`config.mk`:
```
export PLATFORM = sky130hd
export DESIGN_NAME = timer_counter_pwm_postscaler
export DESIGN_NICKNAME = d
export VERILOG_FILES = /design/src/rtl/tcp_pkg.sv /design/src/rtl/tcp_postscaler.sv /design/src/rtl/timer_counter_pwm_postscaler.sv
export VERILOG_INCLUDE_DIRS = /design/src /design/src/rtl
export SDC_FILE = /design/constraint.sdc
export NUM_CORES = 1
export LEC_CHECK = 0
export ABC_AREA = 0
export BUFFER_PORTS_ARGS = -buffer_cell sky130_fd_sc_hd__buf_4
export CELL_PAD_IN_SITES_DETAIL_PLACEMENT = 1
export CELL_PAD_IN_SITES_GLOBAL_PLACEMENT = 2
export CORE_MARGIN = 1
export CORE_UTILIZATION = 35
export CTS_BUF_LIST = sky130_fd_sc_hd__clkbuf_4
export DETAILED_ROUTE_END_ITERATION = 12
export GPL_TIMING_DRIVEN = 0
export PLACE_DENSITY_LB_ADDON = 0.1
export SLEW_MARGIN = 25
export SYNTH_ARGS = -nofsm -noshare
export SYNTH_HDL_FRONTEND = slang
export SYNTH_HIERARCHICAL = 1
export SYNTH_SLANG_ARGS = --single-unit
export TNS_END_PERCENT = 5
```
`constraint.sdc`:
```
create_clock -name i_clk -period 4.1 [get_ports i_clk]
set_input_delay 0.82 -clock i_clk [delete_from_list [all_inputs] [get_ports i_clk]]
set_output_delay 0.82 -clock i_clk [all_outputs]
set_load 0.05 [all_outputs]
```
`src/rtl/timer_counter_pwm_postscaler_defines.svh`:
```
// Assertion macros shared by the timer/counter RTL
`ifndef TIMER_COUNTER_PWM_POSTSCALER_DEFINES_SVH
`define TIMER_COUNTER_PWM_POSTSCALER_DEFINES_SVH

// Same-cycle implication, checked out of reset
`define TCP_ASSERT_NOW(label, ante, cons, msg) \
    label: assert property (@(posedge i_clk) disable iff (!i_rst_n) (ante) |-> (cons)) \
        else $error(msg);

// Next-cycle implication, checked out of reset
`define TCP_ASSERT_NEXT(label, ante, cons, msg) \
    label: assert property (@(posedge i_clk) disable iff (!i_rst_n) (ante) |=> (cons)) \
        else $error(msg);

`endif

```
`src/rtl/tcp_pkg.sv`:
```
// Types, register indices and constants of the timer/counter
`default_nettype none

package tcp_pkg;

    // Fixed widths of the register file and prescaler
    localparam int unsigned CFG_DATA_BITS = 16;
    localparam int unsigned CFG_IDX_BITS  = 3;
    localparam int unsigned PRESCALE_BITS = 10;
    localparam int unsigned LIMIT_BITS    = 16;
    localparam int unsigned VALUE_BITS    = 8;

    // Waveform modes
    typedef enum logic [1:0] {
        MODE_NORMAL = 2'd0,
        MODE_CTC    = 2'd1,
        MODE_FAST   = 2'd2,
        MODE_PHASE  = 2'd3
    } t_mode;

    // Register indices
    typedef enum logic [CFG_IDX_BITS-1:0] {
        REG_MODE          = 3'd0,
        REG_INVERT        = 3'd1,
        REG_CLOCK_SELECT  = 3'd2,
        REG_COMPARE       = 3'd3,
        REG_OVF_LIMIT     = 3'd4,
        REG_PRELOAD       = 3'd5,
        REG_MATCH_LIMIT   = 3'd6
    } t_cfg_idx;

    // Clock select codes
    typedef enum logic [2:0] {
        CS_STOP    = 3'd0,
        CS_DIV1    = 3'd1,
        CS_DIV8    = 3'd2,
        CS_DIV64   = 3'd3,
        CS_DIV256  = 3'd4,
        CS_DIV1024 = 3'd5
    } t_clock_sel;

    typedef logic [PRESCALE_BITS:0] t_divisor;

    // Divisor for a clock select code; zero stops the timer
    function automatic t_divisor prescale_divisor(input logic [2:0] cs);
        t_divisor d;
        unique case (cs)
            CS_DIV1:    d = t_divisor'(1);
            CS_DIV8:    d = t_divisor'(8);
            CS_DIV64:   d = t_divisor'(64);
            CS_DIV256:  d = t_divisor'(256);
            CS_DIV1024: d = t_divisor'(1024);
            default:    d = '0;
        endcase
        return d;
    endfunction

endpackage

`default_nettype wire

```
`src/rtl/tcp_postscaler.sv`:
```
// Event postscaler: counts events up to a limit and fires once per limit
`default_nettype none

module tcp_postscaler #(
    parameter int unsigned TALLY_BITS = 16
) (
    input  wire                            i_clk,
    input  wire                            i_rst_n,
    input  wire                            i_event,
    input  wire [tcp_pkg::LIMIT_BITS-1:0]  i_limit,
    output logic                           o_fire
);
    import tcp_pkg::*;

    // Compare width covers both the tally span and the limit
    localparam int unsigned CmpBits =
        ((TALLY_BITS > LIMIT_BITS) ? TALLY_BITS : LIMIT_BITS) + 1;

    logic [TALLY_BITS-1:0] r_tally;
    logic [TALLY_BITS-1:0] n_tally;
    logic [CmpBits-1:0]    w_span;
    logic [CmpBits-1:0]    w_limit;
    logic [CmpBits-1:0]    w_eff;
    logic [CmpBits-1:0]    w_next;

    // Limit of zero, or beyond the tally span, means a full span
    always_comb begin
        w_span  = CmpBits'(1) << TALLY_BITS;
        w_limit = CmpBits'(i_limit);
        w_eff   = ((i_limit == '0) || (w_limit > w_span)) ? w_span : w_limit;
        w_next  = CmpBits'(r_tally) + CmpBits'(1);
        o_fire  = i_event && (w_next >= w_eff);
        if (!i_event) begin
            n_tally = r_tally;
        end else if (o_fire) begin
            n_tally = '0;
        end else begin
            n_tally = w_next[TALLY_BITS-1:0];
        end
    end

    always_ff @(posedge i_clk) begin
        if (!i_rst_n) begin
            r_tally <= '0;
        end else begin
            r_tally <= n_tally;
        end
    end

endmodule

`default_nettype wire

```
`src/rtl/timer_counter_pwm_postscaler.sv`:
```
// Timer/counter with prescaler, four waveform modes and two postscalers
//
// Input channel (i_in_valid / o_in_ready / i_tick): one request per system
// tick; i_tick = 0 lets no time pass. Output channel (o_out_valid /
// i_out_ready) returns one result per request: counter value, pin level,
// overflow and match flags and the two postscaler actions.
// A request is held in the input register; the timer step is worked out
// from it and the result is registered in the result register. One request
// per cycle is sustained while the receiver takes results: the input
// register refills in the cycle its request moves on.
// If the receiver stalls, the result register holds and the input register
// keeps at most one more request; o_in_ready drops only when both are full.
// Configuration goes through i_cfg_we / i_cfg_idx / i_cfg_data, one register
// per cycle; the user writes them only while no request is outstanding, as the block itself does not enforce it.
// Synchronous reset (i_rst_n low) empties both registers, stops the clock
// select, zeroes counter, prescaler, tallies and pin, and sets the overflow
// limit to one.
`default_nettype none
`include "timer_counter_pwm_postscaler_defines.svh"

module timer_counter_pwm_postscaler #(
    parameter int unsigned COUNTER_BITS = 8,
    parameter int unsigned TALLY_BITS   = 16
) (
    input  wire                                i_clk,
    input  wire                                i_rst_n,
    // configuration writes
    input  wire                                i_cfg_we,
    input  wire [tcp_pkg::CFG_IDX_BITS-1:0]    i_cfg_idx,
    input  wire [tcp_pkg::CFG_DATA_BITS-1:0]   i_cfg_data,
    // tick requests
    input  wire                                i_in_valid,
    output logic                               o_in_ready,
    input  wire                                i_tick,
    // results
    output logic                               o_out_valid,
    input  wire                                i_out_ready,
    output logic [COUNTER_BITS-1:0]            o_count,
    output logic                               o_wave_out,
    output logic                               o_overflow_flag,
    output logic                               o_match_flag,
    output logic                               o_overflow_action,
    output logic                               o_match_action
);
    import tcp_pkg::*;

    localparam logic [COUNTER_BITS-1:0] CntMax = '1;

    // configuration registers
    t_mode                  r_mode;
    logic                   r_invert;
    logic [2:0]             r_clock_sel;
    logic [VALUE_BITS-1:0]  r_compare;
    logic [LIMIT_BITS-1:0]  r_ovf_limit;
    logic [VALUE_BITS-1:0]  r_preload;
    logic [LIMIT_BITS-1:0]  r_match_limit;

    // input register
    logic                   r_in_valid;
    logic                   r_tick;

    // timer state
    logic [PRESCALE_BITS-1:0] r_prescale;
    logic [PRESCALE_BITS-1:0] n_prescale;
    logic [COUNTER_BITS-1:0]  r_timer;
    logic [COUNTER_BITS-1:0]  n_timer;
    logic                     r_down;
    logic                     n_down;
    logic                     r_wave;
    logic                     n_wave;

    // result register
    logic                     r_out_valid;
    logic [COUNTER_BITS-1:0]  r_count;
    logic                     r_wave_out;
    logic                     r_ovf;
    logic                     r_mat;
    logic                     r_ovf_act;
    logic                     r_mat_act;

    // step logic
    logic                               w_advance;
    t_divisor                           w_div;
    t_divisor                           w_pc;
    logic                               w_running;
    logic                               w_timer_clk;
    logic [COUNTER_BITS+VALUE_BITS-1:0] w_cmp_ext;
    logic [COUNTER_BITS+VALUE_BITS-1:0] w_pre_ext;
    logic [COUNTER_BITS-1:0]            w_cmp;
    logic [COUNTER_BITS-1:0]            w_pre;
    logic [COUNTER_BITS-1:0]            w_step;
    logic                               w_ovf;
    logic                               w_mat;
    logic                               w_ovf_act;
    logic                               w_mat_act;
    logic                               w_wave_out;

    // Register file
    always_ff @(posedge i_clk) begin
        if (!i_rst_n) begin
            r_mode        <= MODE_NORMAL;
            r_invert      <= 1'b0;
            r_clock_sel   <= CS_STOP;
            r_compare     <= '0;
            r_ovf_limit   <= LIMIT_BITS'(1);
            r_preload     <= '0;
            r_match_limit <= '0;
        end else if (i_cfg_we) begin
            unique case (i_cfg_idx)
                REG_MODE:         r_mode        <= t_mode'(i_cfg_data[1:0]);
                REG_INVERT:       r_invert      <= i_cfg_data[0];
                REG_CLOCK_SELECT: r_clock_sel   <= i_cfg_data[2:0];
                REG_COMPARE:      r_compare     <= i_cfg_data[VALUE_BITS-1:0];
                REG_OVF_LIMIT:    r_ovf_limit   <= i_cfg_data[LIMIT_BITS-1:0];
                REG_PRELOAD:      r_preload     <= i_cfg_data[VALUE_BITS-1:0];
                REG_MATCH_LIMIT:  r_match_limit <= i_cfg_data[LIMIT_BITS-1:0];
                default: ;
            endcase
        end
    end

    // Handshake: the request moves on whenever the result slot frees up
    assign w_advance  = r_in_valid && (!r_out_valid || i_out_ready);
    assign o_in_ready = !r_in_valid || w_advance;

    always_ff @(posedge i_clk) begin
        if (!i_rst_n) begin
            r_in_valid <= 1'b0;
        end else if (o_in_ready) begin
            r_in_valid <= i_in_valid;
        end
    end

    always_ff @(posedge i_clk) begin
        if (o_in_ready && i_in_valid) begin
            r_tick <= i_tick;
        end
    end

    // Prescaler: a timer clock once the count reaches the divisor
    always_comb begin
        w_div       = prescale_divisor(r_clock_sel);
        w_pc        = t_divisor'(r_prescale) + t_divisor'(1);
        w_running   = r_tick && (w_div != '0);
        w_timer_clk = w_running && (w_pc >= w_div);
        if (!w_running) begin
            n_prescale = r_prescale;
        end else if (w_timer_clk) begin
            n_prescale = '0;
        end else begin
            n_prescale = w_pc[PRESCALE_BITS-1:0];
        end
    end

    // Compare and preload values fitted to the counter width
    always_comb begin
        w_cmp_ext = (COUNTER_BITS+VALUE_BITS)'(r_compare);
        w_pre_ext = (COUNTER_BITS+VALUE_BITS)'(r_preload);
        w_cmp     = w_cmp_ext[COUNTER_BITS-1:0];
        w_pre     = w_pre_ext[COUNTER_BITS-1:0];
    end

    // Counter step, direction and pin level for one timer clock
    always_comb begin
        w_step = r_timer;
        n_down = r_down;
        n_wave = r_wave;
        w_ovf  = 1'b0;
        w_mat  = 1'b0;
        if (w_timer_clk) begin
            if (r_mode == MODE_PHASE) begin
                // up/down: turn at the top and at bottom
                if (!r_down) begin
                    if (r_timer == CntMax) begin
                        n_down = 1'b1;
                        w_step = CntMax - COUNTER_BITS'(1);
                    end else begin
                        w_step = r_timer + COUNTER_BITS'(1);
                    end
                end else begin
                    if (r_timer == '0) begin
                        n_down = 1'b0;
                        w_step = COUNTER_BITS'(1);
                    end else begin
                        w_step = r_timer - COUNTER_BITS'(1);
                    end
                end
                w_ovf = (w_step == '0) && n_down;
                w_mat = (w_step == w_cmp);
                if (w_mat) begin
                    n_wave = n_down;
                end
            end else begin
                // up counting, cleared after a match in CTC
                if ((r_mode == MODE_CTC) && (r_timer == w_cmp)) begin
                    w_step = '0;
                end else begin
                    w_step = r_timer + COUNTER_BITS'(1);
                end
                w_ovf = (r_timer == CntMax) && (w_step == '0);
                w_mat = (w_step == w_cmp);
                if (r_mode == MODE_FAST) begin
                    if (w_step == '0) begin
                        n_wave = 1'b1;
                    end else if (w_mat) begin
                        n_wave = 1'b0;
                    end
                end
            end
        end
    end

    // Postscalers
    tcp_postscaler #(
        .TALLY_BITS (TALLY_BITS)
    ) u_ovf_post (
        .i_clk   (i_clk),
        .i_rst_n (i_rst_n),
        .i_event (w_ovf && w_advance),
        .i_limit (r_ovf_limit),
        .o_fire  (w_ovf_act)
    );

    tcp_postscaler #(
        .TALLY_BITS (TALLY_BITS)
    ) u_mat_post (
        .i_clk   (i_clk),
        .i_rst_n (i_rst_n),
        .i_event (w_mat && w_advance),
        .i_limit (r_match_limit),
        .o_fire  (w_mat_act)
    );

    // Overflow action reloads the counter; pin driven only in PWM modes
    always_comb begin
        n_timer    = w_ovf_act ? w_pre : w_step;
        w_wave_out = r_mode[1] ? (n_wave ^ r_invert) : 1'b0;
    end

    // Timer state
    always_ff @(posedge i_clk) begin
        if (!i_rst_n) begin
            r_prescale <= '0;
            r_timer    <= '0;
            r_down     <= 1'b0;
            r_wave     <= 1'b0;
        end else if (w_advance) begin
            r_prescale <= n_prescale;
            r_timer    <= n_timer;
            r_down     <= n_down;
            r_wave     <= n_wave;
        end
    end

    // Result register
    always_ff @(posedge i_clk) begin
        if (!i_rst_n) begin
            r_out_valid <= 1'b0;
        end else if (w_advance) begin
            r_out_valid <= 1'b1;
        end else if (i_out_ready) begin
            r_out_valid <= 1'b0;
        end
    end

    always_ff @(posedge i_clk) begin
        if (w_advance) begin
            r_count    <= n_timer;
            r_wave_out <= w_wave_out;
            r_ovf      <= w_ovf;
            r_mat      <= w_mat;
            r_ovf_act  <= w_ovf_act;
            r_mat_act  <= w_mat_act;
        end
    end

    assign o_out_valid       = r_out_valid;
    assign o_count           = r_count;
    assign o_wave_out        = r_wave_out;
    assign o_overflow_flag   = r_ovf;
    assign o_match_flag      = r_mat;
    assign o_overflow_action = r_ovf_act;
    assign o_match_action    = r_mat_act;

    // Checks
    `TCP_ASSERT_NOW(a_ovf_act_flag, o_out_valid && o_overflow_action, o_overflow_flag, "overflow action without overflow")
    `TCP_ASSERT_NOW(a_mat_act_flag, o_out_valid && o_match_action, o_match_flag, "match action without match")
    `TCP_ASSERT_NEXT(a_slot_fills, r_in_valid && !r_out_valid, r_out_valid, "request did not reach result slot")

endmodule

`default_nettype wire
```
==> run summary <==
Antenna-violating nets left - 0
Initial DRC count - 269
Fraction of registers with async set/reset - 0%
Largest net degree at the start of global routing - 23
Slew @ Worst Pin - 0.919 ns
Skew-Pair Late Insertion Delay - 0.58 ns
IO Port Bufs - 38
Row count - 55
Via count - 7,520
Post-placement cell count - 1,404
Clk sinks - 122
Initial Util - 36.1%
Yosys cell types - 76
# fillers - 2,888
Initial antenna violation count - 1
GPL Wtd Cong - 0.841
DIE HEIGHT - 155 um
Vias in the first global route - 7,382
Main area contributors after synthesis - dfxtp_1 26%, nand2_1 9.4%, ha_1 6.8%
Mux cell area share after synthesis - 1.97%
Post-Synth Adder-Cell Area - 6.83%
Main combinational cell family by area after synthesis - simple AND/OR/NAND/NOR gates
WS Path Type - flop to flop
Yosys warns - 6
Final Slew Violations - 0
Post-Route WL - 25,000 um
Crit Path Max Fanout - 10
Cell Pwr Density - 280 mW/mm^2
Required time of the critical path - 4.61 ns
Routed WL per cell - 17.3 um
Synth Instances - 1,053
Synth Area in Simple Gates - 26.5%
Setup WS post-layout - 0.146 ns
Max Freq - 253 MHz
Area leader, netlist - dfxtp_1
Tot Pwr - 2.66 mW
DP HPWL - 18,900 um
Slew HR - 38.2%
Synth Area in Compound Gates - 19.5%
Final period utilization - 96.4%
Core area - 0.0228 mm^2
Outcome - finished clean
RSZ-0062 raised after global routing - true
Area Growth Syn to Fin - 15.2%
Number of synthesized flops with an enable pin - 14
Detailed Routing Iterations Pass 1 - 4
Final routed DRC violation total - 0
Sequential area share after synthesis - 31.3%
Wire length of the first global-routing pass - 40,500 um
Hold Vio Cnt, Final - 0
CP Launch Type - flop
Leak Pwr - 3.38 nW
Clk buf depth - 2
Peak VDD IR - 0.136 mV
CTS tree - yes
GRT Overall Usage - 21.5%
Clock Tree Root - clkbuf_4
Synth Net Count - 1,123
Critical Path AT - 4.46 ns
Finished Layout Cells - 1,449
H-tree depth - 4
Final setup fails - 0
Element type at the critical path end - flop
Clock skew - 0.0364 ns
Synthesized area - 0.00824 mm^2
Core Util, Final - 41.5%
Cts bufs inserted - 17
GR Overflow Total - 0
Share of Yosys cell area claimed by the top area cell type - 26.2%
Post-synthesis xor/xnor area fraction - 7.72%
Clock-pin slew on the worst setup and hold paths - 0.14 ns
Layout cells sized above 1 - 14.5%
# hold bufs at CTS - 0
Worst path max stage delay - 0.42 ns
Post-Place Worst Slack - -1.03 ns
Ports - 40
Synth Flop Type - dfxtp_1
Cell at the slowest stage of the critical path - or3b_4
Synth Area per Inst - 7.82 um^2
Worst Hold Class - input pin to flop
CP Cell Sequence - buf_6 -> buf_6 -> inv_2 -> ha_2 -> or3b_4 -> nor2_1 -> o22ai_1 -> xor2_1 -> nand4_1 -> or3_4 -> or2_1 -> a21oi_2 -> and2_4 -> nand2_1 -> a2111oi_4 -> buf_4 -> nand2_1 -> o21ai_1
Max-capacitance violation count - 0
Die X - 155 um
Die area - 0.0242 mm^2
Min cycle time layout - 3.95 ns
Final nets - 1,191
Via density - 5.19
Flops & latches, synth - 122
==> flip-flops by register name, indices dropped and copies added (netlist names), 2 cells and up <==
register	flops
r_mode	2
r_timer	8
o_count	8
r_compare	8
u_ovf_post/r_tally	16
r_preload	8
r_clock_sel	3
r_match_limit	16
u_mat_post/r_tally	16
r_prescale	10
r_ovf_limit	16
==> layout make-up <==
type	count	area [um^2]	area share (%)
clock inverters	13	189	1.99
multi-input cells	809	5260	55.4
diodes	2	5.00	0.0527
well taps	313	392	4.13
flip-flops and latches	122	2590	27.3
clock buffers	19	143	1.50
plain buffers	66	329	3.47
inverters	53	199	2.10
repair buffers	52	390	4.11
==> cell usage after synthesis, types with 5 or more instances <==
cell      instances
mux2i_1          14
nor2_1           45
xnor2_1          54
edfxtp_1         14
nor4_1           15
a21boi_0         50
a21oi_1          44
buf_1             6
and3_1           11
clkbuf_1         40
o22ai_1           6
nor3_1           18
nor2b_1          27
o21a_1            5
o21ai_1          29
inv_1            52
nand3_1          33
a32o_1            5
ha_1             45
dfxtp_1         108
o31a_1            5
or3_1             5
and2_1           17
nor3b_1           6
a31oi_1           7
o41ai_1           5
xor2_1           16
or4_1             5
buf_2            19
nand2_1         206
o21ai_0          29
nand4_1          30
nand2b_1          7
==> repair_timing <==
action | 4_1_cts | 5_1_grt
endpoints found under the setup margin | 46 | 37
pin swaps | 2 | 8
setup buffers | 5 | 9
gates resized for setup | 19 | 31
==> report_power, final <==
group,leakage (nW),switching (mW),internal [mW]
Clock,0.176,0.531,0.505
Combinational,2.19,0.229,0.147
Sequential,1.01,0.0162,1.23
Total,3.38,0.776,1.88
==> worst paths after layout <==
check | from | endpoint | slack (ns) | depth (start not counted)
worst max-delay path | r_timer[0]$_SDFFE_PN0P_ | u_mat_post/r_tally[9]$_SDFFE_PN0P_ | 0.15 | 18
worst min-delay path | i_tick | r_tick$_DFFE_PP_ | 0.42 | 1
worst max register to register | r_timer[0]$_SDFFE_PN0P_ | u_mat_post/r_tally[9]$_SDFFE_PN0P_ | 0.15 | 18
worst min register to register | r_preload[7]$_SDFFE_PN0P_ | r_preload[7]$_SDFFE_PN0P_ | 0.48 | 2
==> kinds of logic after synthesis <==
group | Yosys count
AO/OA/AOI/OAI | 229
XOR/XNOR | 71
adder cells (fa/ha/maj) | 45
buffers and inverters | 122
flip-flops | 122
multiplexers | 16
AND/OR/NAND/NOR | 448
==> layout by cell type, fill, tap and decap left out, types with 5 or more instances in the layout <==
cell	synthesis	layout
nor3_1	18	17
nand4_1	30	30
nand2_1	206	205
or4_1	5	5
edfxtp_1	14	14
nor4_1	15	14
o21a_1	5	5
dfxtp_2	0	5
clkbuf_4	0	24
o41ai_1	5	5
a21boi_0	50	50
inv_6	0	5
mux2i_1	14	14
xor2_1	16	16
a21oi_1	44	44
buf_2	19	15
dfxtp_1	108	103
o31a_1	5	5
a32o_1	5	5
and2_1	17	15
buf_4	2	55
o21ai_1	29	29
buf_1	6	5
nor2b_1	27	27
nor2_1	45	43
xnor2_1	54	54
nand3_1	33	33
o22ai_1	6	6
and3_1	11	11
a31oi_1	7	7
inv_1	52	51
nand2b_1	7	7
ha_1	45	41
clkbuf_1	40	32
o21ai_0	29	29
==> through the flow <==
step           TNS (ns)  hold slack, ns  cell area, um^2
2_1_floorplan         0           0.444             8240
3_3_place_gp     -32.48           0.459             8910
3_5_place_dp     -30.72           0.465             8910
4_1_cts               0           0.363             9320
5_1_grt          -0.167           0.378             9490
6_report              0           0.418             9490
==> critical path, delay by kind of cell, from the launching register on <==
kind | cells | cell delay, ns
flops | 1 | 0.35
buf+inv | 4 | 0.61
xor+xnor | 1 | 0.17
compound gates | 4 | 0.81
simple gates | 8 | 1.71
fa+ha+maj | 1 | 0.22
==> metal layers <==
| metal | GRT usage (%) | part of all wire [%] | vias up |
|---|---|---|---|
| met3 | 3.04 | 2.5 | 30 |
| met1 | 31.3 | 52 | 3588 |
| met4 | 5.98 | 1.2 | 0 |
| met5 | 0 | 0 | - |
| li1 | - | - | 3808 |
| met2 | 32.8 | 44 | 94 |
Power figures use the tool's default switching activity.
